$ cat config.mk
export PLATFORM = sky130hd
export DESIGN_NAME = srm_ctrl
export DESIGN_NICKNAME = d
export VERILOG_FILES = /design/src/sv/srm_pkg.sv /design/src/sv/srm_ctrl.sv
export SDC_FILE = /design/constraint.sdc
export NUM_CORES = 1
export LEC_CHECK = 0
export BUFFER_PORTS_ARGS = -buffer_cell sky130_fd_sc_hd__clkbuf_2
export CAP_MARGIN = 20
export CORE_AREA = 5 5 42 44
export DETAILED_ROUTE_END_ITERATION = 16
export DIE_AREA = 0 0 47 49
export PLACE_DENSITY_LB_ADDON = 0.08
export SLEW_MARGIN = 30
export SYNTH_ARGS = -nofsm -noshare
export SYNTH_HDL_FRONTEND = slang
export SYNTH_SLANG_ARGS = --single-unit
$ cat constraint.sdc
create_clock -name aclk -period 2.1 [get_ports aclk]
set_input_delay 0.525 -clock aclk [delete_from_list [all_inputs] [get_ports aclk]]
set_output_delay 0.525 -clock aclk [all_outputs]
set_load 0.02 [all_outputs]
$ cat src/sv/srm_pkg.sv
// shared types and codes for the selective receive mailbox
package srm_pkg;

    typedef enum logic [1:0] {
        ACT_SEND  = 2'd0,
        ACT_RECV  = 2'd1,
        ACT_JOIN  = 2'd2,
        ACT_LEAVE = 2'd3
    } action_t;

    typedef enum logic [2:0] {
        ST_OK        = 3'd0,
        ST_TOO_LONG  = 3'd1,
        ST_NOT_MEMB  = 3'd2,
        ST_EMPTY     = 3'd3,
        ST_NO_MATCH  = 3'd4,
        ST_ABANDON   = 3'd5,
        ST_FULL      = 3'd6
    } status_t;

    typedef enum logic [3:0] {
        S_IDLE,
        S_DECIDE,
        S_WRITE,
        S_RD,
        S_RDWAIT,
        S_CHECK,
        S_SHIFT_RD,
        S_SHIFT_WAIT,
        S_SHIFT_WR,
        S_FINISH,
        S_OUT
    } state_t;

    // controller to datapath commands
    typedef struct packed {
        logic load_item;
        logic decide;
        logic send_write;
        logic rd_cur;
        logic check_cur;
        logic rd_next;
        logic shift_wr;
        logic finish;
        logic out_load;
    } srm_cmd_t;

    // datapath to controller status
    typedef struct packed {
        logic early_done;
        logic is_send;
        logic is_recv;
        logic found;
        logic search_over;
        logic shift_done;
    } srm_sts_t;

endpackage

$ cat src/sv/srm_ctrl.sv
// controller state machine of the mailbox
module srm_ctrl
    import srm_pkg::*;
(
    input  logic     aclk,
    input  logic     aresetn,
    input  logic     s_tvalid,
    output logic     s_tready,
    output logic     m_tvalid,
    input  logic     m_tready,
    input  srm_sts_t sts,
    output srm_cmd_t cmd
);

    state_t state_reg, state_next;
    logic   mvalid_reg, mvalid_next;

    // state and output valid registers
    always_ff @(posedge aclk) begin
        if (!aresetn) begin
            state_reg  <= S_IDLE;
            mvalid_reg <= 1'b0;
        end else begin
            state_reg  <= state_next;
            mvalid_reg <= mvalid_next;
        end
    end

    assign m_tvalid = mvalid_reg;
    assign s_tready = (state_reg == S_IDLE);

    // next state and commands
    always_comb begin
        state_next  = state_reg;
        mvalid_next = mvalid_reg;
        cmd         = '0;
        if (mvalid_reg && m_tready) begin
            mvalid_next = 1'b0;
        end
        unique case (state_reg)
            S_IDLE: begin
                if (s_tvalid) begin
                    cmd.load_item = 1'b1;
                    state_next    = S_DECIDE;
                end
            end
            S_DECIDE: begin
                cmd.decide = 1'b1;
                if (sts.early_done) begin
                    state_next = S_OUT;
                end else if (sts.is_send) begin
                    state_next = S_WRITE;
                end else if (sts.is_recv) begin
                    state_next = S_RD;
                end else begin
                    state_next = S_OUT;
                end
            end
            S_WRITE: begin
                cmd.send_write = 1'b1;
                state_next     = S_OUT;
            end
            S_RD: begin
                cmd.rd_cur = 1'b1;
                state_next = S_RDWAIT;
            end
            S_RDWAIT: begin
                state_next = S_CHECK;
            end
            S_CHECK: begin
                cmd.check_cur = 1'b1;
                if (sts.found) begin
                    state_next = S_SHIFT_RD;
                end else if (sts.search_over) begin
                    state_next = S_OUT;
                end else begin
                    state_next = S_RD;
                end
            end
            S_SHIFT_RD: begin
                if (sts.shift_done) begin
                    state_next = S_FINISH;
                end else begin
                    cmd.rd_next = 1'b1;
                    state_next  = S_SHIFT_WAIT;
                end
            end
            S_SHIFT_WAIT: begin
                state_next = S_SHIFT_WR;
            end
            S_SHIFT_WR: begin
                cmd.shift_wr = 1'b1;
                state_next   = S_SHIFT_RD;
            end
            S_FINISH: begin
                cmd.finish = 1'b1;
                state_next = S_OUT;
            end
            S_OUT: begin
                if (!mvalid_reg || m_tready) begin
                    cmd.out_load = 1'b1;
                    mvalid_next  = 1'b1;
                    state_next   = S_IDLE;
                end
            end
            default: state_next = S_IDLE;
        endcase
    end

endmodule

==> run metrics <==
status=finished, final reports clean; top cells by count, synth=nor2_1 (10), dfxtp_1 (5), inv_1 (5), nand2_1 (5), o21ai_0 (4); post-cts hold buffer count=0; layout cells sized above 1=35.44%; max reg flops=4; antenna cells=0; Clock power frac=13.6%; final setup vio count=0; maximum clock path buffer count=2; Crit path arrival time=1440 ps; std cell rows=14; CP required=1570 ps; Tmin final=1963 ps; fin crit share=93.48%; crit-path max FO=12; CORE AREA=1401 µm²; worst setup margin=137.0 ps; CTS clk-pin slew, worst paths=~40 ps; Worst Skew=5.960 ps; dpl hpwl=924.4 µm; RSZ-0062 raised after global routing=no; Slew Limit Fails=0; port bufs=20; dominant synthesized flop cell=dfxtp_1; #FFs+latches synth=5; relative slew slack=72.04%; Setup Slack @ Placement=329.2 ps; most frequent cell after synthesis=nor2_1; Util after Layout=39.02%; max cap viols=0; Switching Share=between 50% and 60%; Final GP Congestion=0.7359; grt ovf=0; post-route ant nets=0; Die Area=around 2300 µm²; TritonRoute pass-1 iters=4; antenna violations before repair=0; Max stage delay on crit path=approximately 570 ps; Sink Count=5; Synth cell types=28; Lkg Pwr=approximately 0.26 nW; worst path cell trace=nand2b_1, nor3_1, clkbuf_2; ys async rst share=0%; pwr dens=approximately 1500 nW/µm²; pin count of the biggest net entering global routing=13; total routed wirelength=~1200 µm; hold crit path type=in2reg; synth-to-layout area growth=28.91%; CP Launch Type=flop; vias=466; Synth Instances=between 50 and 60; Seq pwr share=28.5%; Final Hold Fails=0; Global Route Usage Sum=10.92%; Pwr Total=0.8261 mW; number of setup buffers added after CTS=0; cell internal pwr=0.4055 mW; DR WL/cell=12.18 µm; Yosys warning count=0; Setup CP Type=reg2out; die span in x=47 µm; Starting Density=30.27%; Die H=49 µm; DRC errors left=0; Fmax=509.4 MHz; Sw Pwr=0.4207 mW; initial drt markers=6; H-Tree Depth=1; top-area cell type share of the netlist area=23.60%; register area share after synthesis=23.60%; synth top area cells=dfxtp_1 (24%), nor2_1 (8.8%), o21ai_0 (4.7%); Max VDD drop=0.6618 mV; Avg Cell Area, Syn=7.189 µm²; post-layout net count=90; CTS buffer count=3; first-pass GRT wire length=1814 µm; IO Pins=21; Root Driver=clkbuf_4; Post-synth EDFFs=0; Worst path slowest cell=dfxtp_1; Worst Max-Slew Pin Slew=418.9 ps; CTS tree=yes; dominant cell type by area after synthesis=dfxtp_1; dpl cell area=roughly 520 µm²; Final Instance Area=546.8 µm²; Fin Setup TNS=0 ps; vias in the first global route=421; combinational group share of total power=58.0%; Vias/cell=around 4.9; Synth Net Count=69; clock latency on the worst-skew pair=around 240 ps; Critical Path End Type=output port; Mapped Area=424.2 µm²
layout by cell type, fill, tap and decap left out:
cell,instances
dfxtp_1,4
nand2b_4,1
nand3b_1,1
nor3_1,3
o31a_1,2
clkbuf_4,3
mux2i_1,1
or3b_4,1
nor2_1,10
nor4b_2,1
nor2b_1,2
nor4_1,1
a32oi_1,1
a21oi_1,2
a211oi_1,1
a2111oi_2,1
and3_1,2
or2b_1,1
o21ai_0,4
clkbuf_2,20
dfxtp_2,1
inv_1,5
nor3b_1,1
o22ai_1,1
nand2b_1,1
clkbuf_1,1
and2_1,1
o31ai_1,1
nand2_1,5
layer usage:
metal  GRT usage [%]  vias up  share of wire, %  routed length [µm]
met2           15.16       13                47                 541
met5               0        -                 0                   0
met3           5.535        0               6.0                  69
li1                -      247                 -                   -
met1           14.07      206                47                 545
met4           4.147        0                 0                   0
path summary, 6_finish.rpt:
path / from / endpoint / slack [ps] / cells past startpoint
max: state_reg[1] / cmd[0] / 140 / 3
min: aresetn / state_reg[3] / 530 / 2
max reg2reg: state_reg[3] / state_reg[0] / 490 / 4
min reg2reg: m_tvalid / m_tvalid / 650 / 3
power groups by stage:
| stage | Combinational, mW | Sequential [mW] | Clock (mW) |
|---|---|---|---|
| after floorplan | 0.447 | 0.152 | 0 |
| after global placement | 0.487 | 0.235 | 0 |
| after detailed placement | 0.485 | 0.233 | 0 |
| after CTS | 0.486 | 0.232 | 0.120 |
| after global routing | 0.528 | 0.245 | 0.129 |
| final | 0.479 | 0.235 | 0.112 |
per-stage QoR:
step | std cells | hold WS [ps]
5_1_grt | 95 | 520.6
3_5_place_dp | 91 | 648.4
4_1_cts | 95 | 514.8
6_report | 95 | 525.1
2_1_floorplan | 59 | 577.6
3_3_place_gp | 91 | 661.4
worst max-delay path: cells and delay by family, from the launching register on:
family                 cells  cell delay [ps]
buffers and inverters      1              200
flip-flops                 1              570
AND/OR/NAND/NOR            2              430
cell families after synthesis:
group                  synth area share [%]
AOI/OAI and AO/OA                     21.83
buffers and inverters                 10.32
DFF                                   23.60
muxes                                 2.360
and+or+nand+nor                       41.89
cell type report:
class,instances,area [µm²]
clock buffers,4,26.28
fillers,173,854.6
inverters,5,18.77
multi-input cells,45,280.3
flip-flops and latches,5,101.3
well taps,16,20.02
repair buffers,20,100.1
what timing repair did:
| item | 4_1_cts | 5_1_grt |
|---|---|---|
| setup endpoints to repair | 0 | 1 |
| endpoints found under the hold margin | 0 | 0 |
| resized for setup | 0 | 1 |
Note: power is estimated with default switching activity, not from simulation.
